[config.mk]
export PLATFORM = sky130hd
export DESIGN_NAME = range_encoder_byte_carry
export DESIGN_NICKNAME = d
export VERILOG_FILES = /design/src/rtl/recb_pkg.sv /design/src/rtl/range_encoder_byte_carry.sv /design/src/rtl/recb_dpath.sv /design/src/rtl/recb_ctrl.sv
export VERILOG_INCLUDE_DIRS = /design/src /design/src/rtl
export SDC_FILE = /design/constraint.sdc
export NUM_CORES = 2
export LEC_CHECK = 0
export BUFFER_PORTS_ARGS = -buffer_cell sky130_fd_sc_hd__buf_2
export CORE_AREA = 2 2 501 403
export CTS_BUF_LIST = sky130_fd_sc_hd__clkbuf_8
export DETAILED_ROUTE_END_ITERATION = 12
export DIE_AREA = 0 0 503 405
export GPL_TIMING_DRIVEN = 0
export SYNTH_ARGS = -nofsm -noshare
export SYNTH_HDL_FRONTEND = slang
export SYNTH_HIERARCHICAL = 1
export SYNTH_SLANG_ARGS = --single-unit
[constraint.sdc]
create_clock -name clk -period 13.4 [get_ports clk]
set_input_delay 1.34 -clock clk [delete_from_list [all_inputs] [get_ports clk]]
set_output_delay 1.34 -clock clk [all_outputs]
set_load 0.005 [all_outputs]
[src/rtl/range_encoder_byte_carry_defines.svh]
// Assertion macros for the range encoder checks
`ifndef RANGE_ENCODER_BYTE_CARRY_DEFINES_SVH
`define RANGE_ENCODER_BYTE_CARRY_DEFINES_SVH

// Condition must never hold while out of reset
`define RECB_ASSERT_NEVER(lbl, cond) \
	lbl: assert property (@(posedge clk) disable iff (!arst_n) !(cond)) \
		else $error("range encoder check failed");

// Condition in one cycle forces the consequence in the next
`define RECB_ASSERT_NEXT(lbl, ante, cons) \
	lbl: assert property (@(posedge clk) disable iff (!arst_n) (ante) |=> (cons)) \
		else $error("range encoder check failed");

`endif

[src/rtl/recb_pkg.sv]
// Shared types and constants of the byte range encoder
`timescale 1ns / 1ps
package recb_pkg;

	localparam int unsigned BUF_DEPTH = 14;
	localparam logic [56:0] RENORM_LIMIT = 57'h00_0100_0000_0000;

	typedef struct packed {
		logic [22:0] interval_low;
		logic [23:0] interval_high;
		logic        end_of_message;
	} in_word_t;

	typedef struct packed {
		logic [7:0]  out_byte;
		logic [31:0] repeat_count;
		logic        run_end;
		logic        count_overflow;
	} out_word_t;

	typedef enum logic [4:0] {
		CMD_NOP,
		CMD_LOAD,
		CMD_FLUSH_HELD,
		CMD_FLUSH_RUN,
		CMD_EMIT_TOP,
		CMD_ADD_FOLLOW,
		CMD_MASK,
		CMD_FACTOR,
		CMD_MUL_LL,
		CMD_MUL_LH,
		CMD_MUL_DL,
		CMD_MUL_DH,
		CMD_MUL_END,
		CMD_HELD_PLUS1,
		CMD_SHORT_INIT,
		CMD_SHORT_STEP,
		CMD_TAIL,
		CMD_DONE,
		CMD_POP
	} cmd_t;

	typedef struct packed {
		logic width_lt;
		logic diff_zero;
		logic straddle;
		logic short_done;
		logic tail_nz;
		logic eom;
		logic cnt_nz;
		logic last;
	} status_t;

endpackage

[src/rtl/range_encoder_byte_carry.sv]
// Sequence: an accepted item runs renormalisation (pending flush, bytes shifted out or
// followed, loop exits), then the interval update; at end of message the final flush and
// tail bytes follow. Results are buffered and then drained one word a cycle while out_stall
// is low. One item at a time: the 57-bit interval update goes through the shared 24x29
// multiplier (four partial products). Asynchronous active-low reset clears the coder to a
// full interval, shift 16.
`timescale 1ns / 1ps
`include "range_encoder_byte_carry_defines.svh"
module range_encoder_byte_carry import recb_pkg::*; #(
	parameter int FOLLOW_COUNT_BITS = 32
) (
	input  logic       clk,
	input  logic       arst_n,
	input  logic       in_valid,
	output logic       in_stall,
	input  in_word_t   in_data,
	output logic       out_valid,
	input  logic       out_stall,
	output out_word_t  out_data,
	input  logic       cfg_wr_en,
	input  logic [4:0] cfg_wr_data
);

	cmd_t    cmd;
	status_t status;

	recb_ctrl u_ctrl (
		.clk      (clk),
		.arst_n   (arst_n),
		.in_valid (in_valid),
		.in_stall (in_stall),
		.out_valid(out_valid),
		.out_stall(out_stall),
		.status   (status),
		.cmd      (cmd)
	);

	recb_dpath #(.FOLLOW_COUNT_BITS(FOLLOW_COUNT_BITS)) u_dpath (
		.clk        (clk),
		.arst_n     (arst_n),
		.cmd        (cmd),
		.in_data    (in_data),
		.cfg_wr_en  (cfg_wr_en),
		.cfg_wr_data(cfg_wr_data),
		.status     (status),
		.out_data   (out_data)
	);

	// Input is only taken with no result word pending
	`RECB_ASSERT_NEVER(a_no_overlap, out_valid && !in_stall)
	// An accepted item keeps the input closed for the next cycle
	`RECB_ASSERT_NEXT(a_busy_after_accept, in_valid && !in_stall, in_stall)
	// The last word of an item closes the output
	`RECB_ASSERT_NEXT(a_drain_ends, out_valid && !out_stall && out_data.run_end, !out_valid)

endmodule

[src/rtl/recb_dpath.sv]
// Datapath: coder registers, shared multiplier and result word buffer
`timescale 1ns / 1ps
module recb_dpath import recb_pkg::*; #(
	parameter int FOLLOW_COUNT_BITS = 32
) (
	input  logic      clk,
	input  logic      arst_n,
	input  cmd_t      cmd,
	input  in_word_t  in_data,
	input  logic      cfg_wr_en,
	input  logic [4:0] cfg_wr_data,
	output status_t   status,
	output out_word_t out_data
);

	localparam int FCB = FOLLOW_COUNT_BITS;
	localparam int RW = (FCB > 32) ? FCB : 33;

	logic [56:0] base_q, width_q, factor_q;
	logic [FCB-1:0] pend_q;
	logic [7:0] held_q;
	logic ovf_q, drain_ovf_q, eom_q;
	logic [4:0] shift_q, sh_q;
	logic [22:0] lo_q;
	logic [23:0] d_q;
	logic [52:0] prod_q;
	logic [55:0] cand_q;
	logic [2:0] k_q;
	logic [3:0] cnt_q, rd_q;
	logic [7:0] buf_byte_q [BUF_DEPTH];
	logic [31:0] buf_rep_q [BUF_DEPTH];

	logic [57:0] top_hi, xr;
	logic [55:0] cand_nxt;
	logic [4:0] sh_c;
	logic [23:0] total, hi_c, lo_c;
	logic [23:0] mul_a;
	logic [28:0] mul_b;
	logic [52:0] prod;
	logic em_en, em_wr, clip;
	logic [7:0] em_byte;
	logic [FCB-1:0] em_rep;
	logic [RW-1:0] rep_ext;
	logic [31:0] rep_out;

	// Upper bound of the interval and agreement of the top bytes
	assign top_hi = {1'b0, base_q} + {1'b0, width_q} - 58'd1;
	assign xr = {1'b0, base_q} ^ top_hi;
	assign cand_nxt = cand_q | (top_hi[55:0] & (56'hFF << {k_q, 3'b000}));

	assign status.width_lt = width_q < RENORM_LIMIT;
	assign status.diff_zero = (xr[57:48] == 10'd0);
	assign status.straddle = xr[56];
	assign status.short_done = (cand_nxt >= base_q[55:0]) || (k_q == 3'd0);
	assign status.tail_nz = (cand_q != 56'd0);
	assign status.eom = eom_q;
	assign status.cnt_nz = (cnt_q != 4'd0);
	assign status.last = (rd_q == cnt_q - 4'd1);

	// Clamp the incoming symbol against the cumulative total
	always_comb begin
		if (shift_q < 5'd2) sh_c = 5'd2;
		else if (shift_q > 5'd23) sh_c = 5'd23;
		else sh_c = shift_q;
		total = 24'd1 << sh_c;
		hi_c = (in_data.interval_high > total) ? total : in_data.interval_high;
		if (hi_c == 24'd0) hi_c = 24'd1;
		lo_c = ({1'b0, in_data.interval_low} >= hi_c) ? hi_c - 24'd1
			: {1'b0, in_data.interval_low};
	end

	// Select multiplier operands by partial product
	always_comb begin
		mul_a = ((cmd == CMD_MUL_DL) || (cmd == CMD_MUL_DH)) ? d_q : {1'b0, lo_q};
		mul_b = ((cmd == CMD_MUL_LH) || (cmd == CMD_MUL_DH)) ? {1'b0, factor_q[56:29]}
			: factor_q[28:0];
		prod = 53'(mul_a) * 53'(mul_b);
	end

	// Pick the run word to record
	always_comb begin
		em_en = 1'b0;
		em_byte = 8'h00;
		em_rep = FCB'(1);
		case (cmd)
			CMD_FLUSH_HELD: begin
				em_en = (pend_q != '0);
				em_byte = held_q + {7'd0, base_q[56]};
			end
			CMD_FLUSH_RUN: begin
				em_en = (pend_q > FCB'(1));
				em_byte = base_q[56] ? 8'h00 : 8'hFF;
				em_rep = pend_q - FCB'(1);
			end
			CMD_EMIT_TOP: begin
				em_en = 1'b1;
				em_byte = base_q[55:48];
			end
			CMD_HELD_PLUS1: begin
				em_en = (pend_q != '0);
				em_byte = held_q + 8'd1;
			end
			CMD_TAIL: begin
				em_en = 1'b1;
				em_byte = cand_q[55:48];
			end
			default: em_en = 1'b0;
		endcase
		em_wr = em_en && (cnt_q < 4'(BUF_DEPTH));
		rep_ext = RW'(em_rep);
		clip = rep_ext > RW'(33'h0_FFFF_FFFF);
		rep_out = clip ? 32'hFFFF_FFFF : rep_ext[31:0];
	end

	// Advance the coder state
	always_ff @(posedge clk or negedge arst_n) begin
		if (!arst_n) begin
			base_q <= '0;
			width_q <= 57'd1 << 56;
			pend_q <= '0;
			held_q <= '0;
			ovf_q <= 1'b0;
			drain_ovf_q <= 1'b0;
			shift_q <= 5'd16;
			cnt_q <= '0;
			rd_q <= '0;
		end else begin
			if (cfg_wr_en) shift_q <= cfg_wr_data;
			case (cmd)
				CMD_LOAD: cnt_q <= '0;
				CMD_FLUSH_RUN: pend_q <= '0;
				CMD_EMIT_TOP: begin
					base_q <= {1'b0, base_q[47:0], 8'h00};
					width_q <= width_q << 8;
				end
				CMD_ADD_FOLLOW: begin
					if (pend_q == '0) held_q <= base_q[55:48];
					if (pend_q == '1) ovf_q <= 1'b1;
					else pend_q <= pend_q + FCB'(1);
					base_q <= base_q << 8;
					width_q <= width_q << 8;
				end
				CMD_MASK: base_q[56] <= 1'b0;
				CMD_MUL_LH: base_q <= base_q + 57'(prod_q);
				CMD_MUL_DL: base_q <= base_q + (57'(prod_q) << 29);
				CMD_MUL_DH: width_q <= 57'(prod_q);
				CMD_MUL_END: width_q <= width_q + (57'(prod_q) << 29);
				CMD_DONE: begin
					drain_ovf_q <= ovf_q;
					rd_q <= '0;
					if (eom_q) begin
						base_q <= '0;
						width_q <= 57'd1 << 56;
						pend_q <= '0;
						held_q <= '0;
						ovf_q <= 1'b0;
					end
				end
				CMD_POP: rd_q <= rd_q + 4'd1;
				default: ;
			endcase
			if (em_wr) begin
				cnt_q <= cnt_q + 4'd1;
				if (clip) ovf_q <= 1'b1;
			end
		end
	end

	// Hold symbol operands, products and the tail candidate
	always_ff @(posedge clk) begin
		case (cmd)
			CMD_LOAD: begin
				lo_q <= lo_c[22:0];
				d_q <= hi_c - lo_c;
				eom_q <= in_data.end_of_message;
				sh_q <= sh_c;
			end
			CMD_FACTOR: factor_q <= width_q >> sh_q;
			CMD_MUL_LL, CMD_MUL_LH, CMD_MUL_DL, CMD_MUL_DH: prod_q <= prod;
			CMD_SHORT_INIT: begin
				cand_q <= '0;
				k_q <= 3'd6;
			end
			CMD_SHORT_STEP: begin
				cand_q <= cand_nxt;
				k_q <= k_q - 3'd1;
			end
			CMD_TAIL: cand_q <= cand_q << 8;
			default: k_q <= k_q;
		endcase
	end

	// Record run words
	always_ff @(posedge clk) begin
		if (em_wr) begin
			buf_byte_q[cnt_q] <= em_byte;
			buf_rep_q[cnt_q] <= rep_out;
		end
	end

	assign out_data.out_byte = buf_byte_q[rd_q];
	assign out_data.repeat_count = buf_rep_q[rd_q];
	assign out_data.run_end = status.last;
	assign out_data.count_overflow = drain_ovf_q;

endmodule

[src/rtl/recb_ctrl.sv]
// Controller: sequences renormalise, scale, flush and drain
`timescale 1ns / 1ps
module recb_ctrl import recb_pkg::*; (
	input  logic    clk,
	input  logic    arst_n,
	input  logic    in_valid,
	output logic    in_stall,
	output logic    out_valid,
	input  logic    out_stall,
	input  status_t status,
	output cmd_t    cmd
);

	typedef enum logic [4:0] {
		S_IDLE, S_RN_TEST, S_RN_FH, S_RN_FR, S_RN_BYTE, S_RN_FOL,
		S_FACTOR, S_MLL, S_MLH, S_MDL, S_MDH, S_MEND,
		S_FIN_TEST, S_FIN_FH, S_FIN_FR, S_SH_INIT, S_SHORT, S_TAIL,
		S_DONE, S_DRAIN
	} state_t;

	state_t state_q, state_nxt;

	assign in_stall = (state_q != S_IDLE);
	assign out_valid = (state_q == S_DRAIN);

	// Decode command and next state
	always_comb begin
		cmd = CMD_NOP;
		state_nxt = state_q;
		case (state_q)
			S_IDLE: if (in_valid) begin
				cmd = CMD_LOAD;
				state_nxt = S_RN_TEST;
			end
			S_RN_TEST: begin
				if (!status.width_lt) state_nxt = S_FACTOR;
				else if (status.diff_zero) state_nxt = S_RN_FH;
				else state_nxt = S_RN_FOL;
			end
			S_RN_FH: begin
				cmd = CMD_FLUSH_HELD;
				state_nxt = S_RN_FR;
			end
			S_RN_FR: begin
				cmd = CMD_FLUSH_RUN;
				state_nxt = S_RN_BYTE;
			end
			S_RN_BYTE: begin
				if (status.diff_zero && status.width_lt) cmd = CMD_EMIT_TOP;
				else state_nxt = S_RN_FOL;
			end
			S_RN_FOL: begin
				if (status.width_lt) cmd = CMD_ADD_FOLLOW;
				else begin
					cmd = CMD_MASK;
					state_nxt = S_FACTOR;
				end
			end
			S_FACTOR: begin
				cmd = CMD_FACTOR;
				state_nxt = S_MLL;
			end
			S_MLL: begin
				cmd = CMD_MUL_LL;
				state_nxt = S_MLH;
			end
			S_MLH: begin
				cmd = CMD_MUL_LH;
				state_nxt = S_MDL;
			end
			S_MDL: begin
				cmd = CMD_MUL_DL;
				state_nxt = S_MDH;
			end
			S_MDH: begin
				cmd = CMD_MUL_DH;
				state_nxt = S_MEND;
			end
			S_MEND: begin
				cmd = CMD_MUL_END;
				state_nxt = status.eom ? S_FIN_TEST : S_DONE;
			end
			S_FIN_TEST: begin
				if (status.straddle) begin
					cmd = CMD_HELD_PLUS1;
					state_nxt = S_DONE;
				end else state_nxt = S_FIN_FH;
			end
			S_FIN_FH: begin
				cmd = CMD_FLUSH_HELD;
				state_nxt = S_FIN_FR;
			end
			S_FIN_FR: begin
				cmd = CMD_FLUSH_RUN;
				state_nxt = S_SH_INIT;
			end
			S_SH_INIT: begin
				cmd = CMD_SHORT_INIT;
				state_nxt = S_SHORT;
			end
			S_SHORT: begin
				cmd = CMD_SHORT_STEP;
				if (status.short_done) state_nxt = S_TAIL;
			end
			S_TAIL: begin
				if (status.tail_nz) cmd = CMD_TAIL;
				else state_nxt = S_DONE;
			end
			S_DONE: begin
				cmd = CMD_DONE;
				state_nxt = status.cnt_nz ? S_DRAIN : S_IDLE;
			end
			S_DRAIN: if (!out_stall) begin
				cmd = CMD_POP;
				if (status.last) state_nxt = S_IDLE;
			end
			default: state_nxt = S_IDLE;
		endcase
	end

	// Hold state
	always_ff @(posedge clk or negedge arst_n) begin
		if (!arst_n) state_q <= S_IDLE;
		else state_q <= state_nxt;
	end

endmodule

==> results_tabular.tex <==
\begin{tabular}{lr}
\hline
Metric & Value \\
\hline
\multicolumn{2}{l}{\textbf{Critical path}} \\
\quad Critical path capture point & u\_dpath/prod\_q[50] \\
\quad Signal arrival time at the worst endpoint & 14,510 ps \\
\quad Crit path required time & 14,060 ps \\
\quad Reg-to-reg critical path startpoint & u\_dpath/base\_q[1] \\
\quad Worst Reg2Reg Path Length in Cells & 58 \\
\quad Endpoint kind of the worst setup timing path & flop \\
\quad Flop-to-flop setup slack & -450 ps \\
\quad Critical setup path kind & flop to flop \\
\quad Startpoint of the worst setup timing path & u\_dpath/base\_q[1] \\
\quad Slowest-stage cell, CP & sky130\_fd\_sc\_hd\_\_fa\_2 \\
\quad Top fanout value on the critical path & 10 \\
\quad Startpoint type of the worst setup path & flop \\
\quad Critical path's largest stage delay & 600 ps \\
\quad Worst reg2reg path endpoint & u\_dpath/prod\_q[50] \\
\quad Library cell appearing most often on the critical path & sky130\_fd\_sc\_hd\_\_fa\_1 \\
\multicolumn{2}{l}{\textbf{Die}} \\
\quad Count of pins on the block boundary & 102 \\
\quad Die Outline Area & 0.204 mm² \\
\quad Die Height & between 400 and 500 µm \\
\quad Horizontal extent of the die & a little over 500 µm \\
\quad Row count & roughly 150 \\
\quad Area of the core & 0.199 mm² \\
\quad Starting Density & between 30\% and 40\% \\
\multicolumn{2}{l}{\textbf{Logic synthesis}} \\
\quad Number of standard cells after synthesis & 7,705 \\
\quad Leading register cell type out of synthesis & sky130\_fd\_sc\_hd\_\_edfxtp\_1 \\
\quad Yosys Warn Count & 6 \\
\quad Number of enable-type register cells in the synthesized netlist & 782 \\
\quad Share of synthesized registers carrying an async set or reset & 18.2\% \\
\quad Post-Syn Nets & just under 9,000 \\
\quad Flip-flop and latch count after synthesis & 956 \\
\quad Cell area after technology mapping & roughly 0.08 mm² \\
\quad Netlist cell types & 102 \\
\quad Sequential element share of the synthesized area & 35.2\% \\
\quad Avg Cell Area, Syn & between 10 and 15 µm² \\
\multicolumn{2}{l}{\textbf{Drt}} \\
\quad Wire length after detailed routing & roughly 280,000 µm \\
\quad Number of nets with antenna violations after routing & 0 \\
\quad Initial DRC count & 6,952 \\
\quad Length of the first detailed-routing pass in iterations & 6 \\
\quad Detailed-routed wire length on met3 & 31,500 µm \\
\quad Post-Route M1 WL & 122,000 µm \\
\quad Routed len/inst & 25.3 µm \\
\quad DRC Markers & 0 \\
\quad Detailed route wirelength on metal2 & 119,000 µm \\
\quad Topmost layer with routed signal wires & met5 \\
\quad Total via count after detailed routing & roughly 64,000 \\
\quad Number of vias per cell & 5.74 \\
\multicolumn{2}{l}{\textbf{Clock tree}} \\
\quad Clock Root Buffer & sky130\_fd\_sc\_hd\_\_clkbuf\_8 \\
\quad Number of clock sinks & 956 \\
\quad Clk pin slew, worst setup/hold paths & around 70 ps \\
\quad CTS Buffer Depth & 3 \\
\quad Clock tree from TritonCTS & done \\
\quad Number of buffers created by CTS & 162 \\
\quad H-tree depth & 4 \\
\quad Clock latency on the worst-skew pair & 1000 ps \\
\multicolumn{2}{l}{\textbf{STA}} \\
\quad Hold violation count in the final report & 0 \\
\quad Slew margin rel. & 4.33\% \\
\quad Time the final worst path needs with I/O delays and setup & 13,850 ps \\
\quad F\_max & 72.2 MHz \\
\quad Final worst setup slack & -454 ps \\
\quad Final slew viol count & 0 \\
\quad Setup Viol. Count Final & 10 \\
\quad Final worst clock skew & 130 ps \\
\quad Slew of the pin with the lowest slew margin & approximately 1400 ps \\
\quad RSZ-0062 raised after global routing & true \\
\quad Final period utilization & 103\% \\
\multicolumn{2}{l}{\textbf{Global routing}} \\
\quad Number of antenna violations at the first check in global routing & 19 \\
\quad Maximum number of pins on one net before global-route repair & slightly below 100 \\
\quad Global-route wire length before repair & 409,000 µm \\
\quad Vias in the first global route & 62,500 \\
\quad Total overflow reported by the global router & 0 \\
\quad Aggregate global-route resource usage & 27.2\% \\
\multicolumn{2}{l}{\textbf{Placement}} \\
\quad Worst Setup Slack post-DPL & -5480 ps \\
\quad Number of buffer cells added on primary ports & 101 \\
\quad Post-detailed-placement cell area & 0.0836 mm² \\
\quad Hpwl dp & 213,000 µm \\
\quad Weighted congestion reported at the end of routability-driven placement & 0.997 \\
\multicolumn{2}{l}{\textbf{Status}} \\
\quad Violations in the final reports & setup timing \\
\quad Outcome & finished with violations \\
\multicolumn{2}{l}{\textbf{Final layout}} \\
\quad Relative area change from synthesis to final layout & 16.3\% \\
\quad Final design area excluding fillers & about 0.092 mm² \\
\quad Fraction of layout cells with a size suffix above 1 & 16.5\% \\
\quad Nets & 9,430 \\
\multicolumn{2}{l}{\textbf{Flow run}} \\
\quad Number of maximum-capacitance violations & 0 \\
\multicolumn{2}{l}{\textbf{Worst hold path}} \\
\quad Worst hold path class & input pin to asynchronous set/reset pin \\
\hline
\end{tabular}
what timing repair did:
action                                  in CTS  in global routing
setup buffers                              172                 74
gates cloned                                 4                  0
endpoints found under the setup margin      44                 21
pin swaps                                   88                 72
hold buffers                                 0                  0
gates resized for setup                    567                165
per-layer routing:
metal	global-route usage (%)	vias to the layer above
met3	8.57	431
met5	0	-
met2	39.7	3013
li1	-	28000
met4	7.28	6
met1	38.8	32100
cells in the mapped netlist, types with 39 or more instances:
library cell               count  area [µm²]
sky130_fd_sc_hd__nor3_1       84         420
sky130_fd_sc_hd__a31oi_1      44         275
sky130_fd_sc_hd__and3_1       39         244
sky130_fd_sc_hd__a21o_1      177        1330
sky130_fd_sc_hd__buf_1        46         173
sky130_fd_sc_hd__nand2_1     857        3220
sky130_fd_sc_hd__inv_1       939        3520
sky130_fd_sc_hd__dfrtp_1     172        4300
sky130_fd_sc_hd__xor2_1      101         885
sky130_fd_sc_hd__nor2_1      644        2420
sky130_fd_sc_hd__and2_1       49         307
sky130_fd_sc_hd__mux2i_1     136        1360
sky130_fd_sc_hd__edfxtp_1    782       23500
sky130_fd_sc_hd__nor2b_1      50         313
sky130_fd_sc_hd__nand4_1      42         263
sky130_fd_sc_hd__fa_1        597       12000
sky130_fd_sc_hd__nand2b_1     76         475
sky130_fd_sc_hd__a22o_1       51         447
sky130_fd_sc_hd__o21a_1       49         368
sky130_fd_sc_hd__o21bai_1     42         315
sky130_fd_sc_hd__ha_1        530        6630
sky130_fd_sc_hd__mux2_2      175        1970
sky130_fd_sc_hd__nor4_1       48         300
sky130_fd_sc_hd__clkbuf_1    288        1080
sky130_fd_sc_hd__a21oi_1     452        2260
sky130_fd_sc_hd__o21ai_0     238        1190
sky130_fd_sc_hd__a221oi_1    101         885
sky130_fd_sc_hd__nand3_1     105         526
sky130_fd_sc_hd__xnor2_1     186        1630
sky130_fd_sc_hd__o22ai_1      64         400
sky130_fd_sc_hd__mux4_2      124        2790
final cells by class:
cell class	instances	area, µm²
Fill cell	18600	107000
Multi-Input combinational cell	5450	48400
Sequential cell	956	27900
Inverter	941	3540
Tap cell	2682	3360
Timing Repair Buffer	383	3240
Clock buffer	166	2280
Buffer	351	2280
Clock inverter	128	1050
Antenna cell	13	32.5
cell families (layout without fill, tap and decap cells):
kind of cell | after synthesis | in the layout | synth area share, %
simple gates | 2113 | 2113 | 11.8
compound gates | 1479 | 1479 | 12.3
buf+inv | 1299 | 1969 | 6.23
fa+ha+maj | 1128 | 1128 | 23.5
flops | 956 | 956 | 35.2
mux | 440 | 440 | 7.84
xor+xnor | 288 | 288 | 3.20
other cells | 2 | 15 | 0.00949
through the flow:
step | TNS (ps) | hold WS (ps) | utilization, % | std cells
global route | -6790 | 370 | 46.2 | 11100
CTS | -539 | 315 | 45.5 | 11000
floorplan | 0 | 439 | - | 7705
finish | -1980 | 377 | 46.2 | 11100
detailed placement | -135280 | 477 | 41.9 | 10500
global placement | -299060 | 455 | 41.7 | 10500
how the worst min path moves through the flow:
stage                              from  cells after the start                  end
after CTS                        arst_n                      1   u_dpath/shift_q[0]
after global placement    u_dpath/ovf_q                      2  u_dpath/drain_ovf_q
final                            arst_n                      1   u_dpath/shift_q[0]
after global routing             arst_n                      1   u_dpath/shift_q[0]
after floorplan           u_dpath/ovf_q                      2  u_dpath/drain_ovf_q
after detailed placement  u_dpath/ovf_q                      2  u_dpath/drain_ovf_q
state kept, by name (all words and copies together), names as in the netlist, 3 cells and up:
register	count
u_dpath/buf_rep_q	448
u_dpath/buf_byte_q	112
u_dpath/base_q	57
u_dpath/factor_q	57
u_dpath/width_q	57
u_dpath/cand_q	56
u_dpath/prod_q	53
u_dpath/pend_q	32
u_dpath/d_q	24
u_dpath/lo_q	23
u_dpath/held_q	8
u_ctrl/state_q	5
u_dpath/sh_q	5
u_dpath/shift_q	5
u_dpath/cnt_q	4
u_dpath/rd_q	4
u_dpath/k_q	3
critical path, delay by kind of cell (launching register included):
family                   cells  cell delay, ps
XOR/XNOR                     3             540
flip-flops                   1             370
adder cells (fa/ha/maj)     11            4630
buffers and inverters       11            1570
AND/OR/NAND/NOR              8            1200
multiplexers                 1             340
AO/OA/AOI/OAI               24            4850
cells in the final DEF, fill, tap and decap left out, types with 51 or more instances in the layout:
cell type and count:
sky130_fd_sc_hd__a21o_1 177, sky130_fd_sc_hd__a21oi_1 438, sky130_fd_sc_hd__a221oi_1 97, sky130_fd_sc_hd__a22o_1 51, sky130_fd_sc_hd__buf_2 120, sky130_fd_sc_hd__buf_4 226
sky130_fd_sc_hd__clkbuf_1 207, sky130_fd_sc_hd__clkbuf_8 183, sky130_fd_sc_hd__dfrtp_1 140, sky130_fd_sc_hd__edfxtp_1 782, sky130_fd_sc_hd__fa_1 580, sky130_fd_sc_hd__ha_1 500
sky130_fd_sc_hd__inv_1 946, sky130_fd_sc_hd__mux2_2 156, sky130_fd_sc_hd__mux2i_1 89, sky130_fd_sc_hd__mux4_2 124, sky130_fd_sc_hd__nand2_1 827, sky130_fd_sc_hd__nand2b_1 76
sky130_fd_sc_hd__nand3_1 103, sky130_fd_sc_hd__nor2_1 636, sky130_fd_sc_hd__nor3_1 75, sky130_fd_sc_hd__o21ai_0 218, sky130_fd_sc_hd__o22ai_1 62, sky130_fd_sc_hd__xnor2_1 175
sky130_fd_sc_hd__xor2_1 97
Power is not shown: default switching activity piles up to over one toggle a cycle in this logic, so the estimate is an artifact.
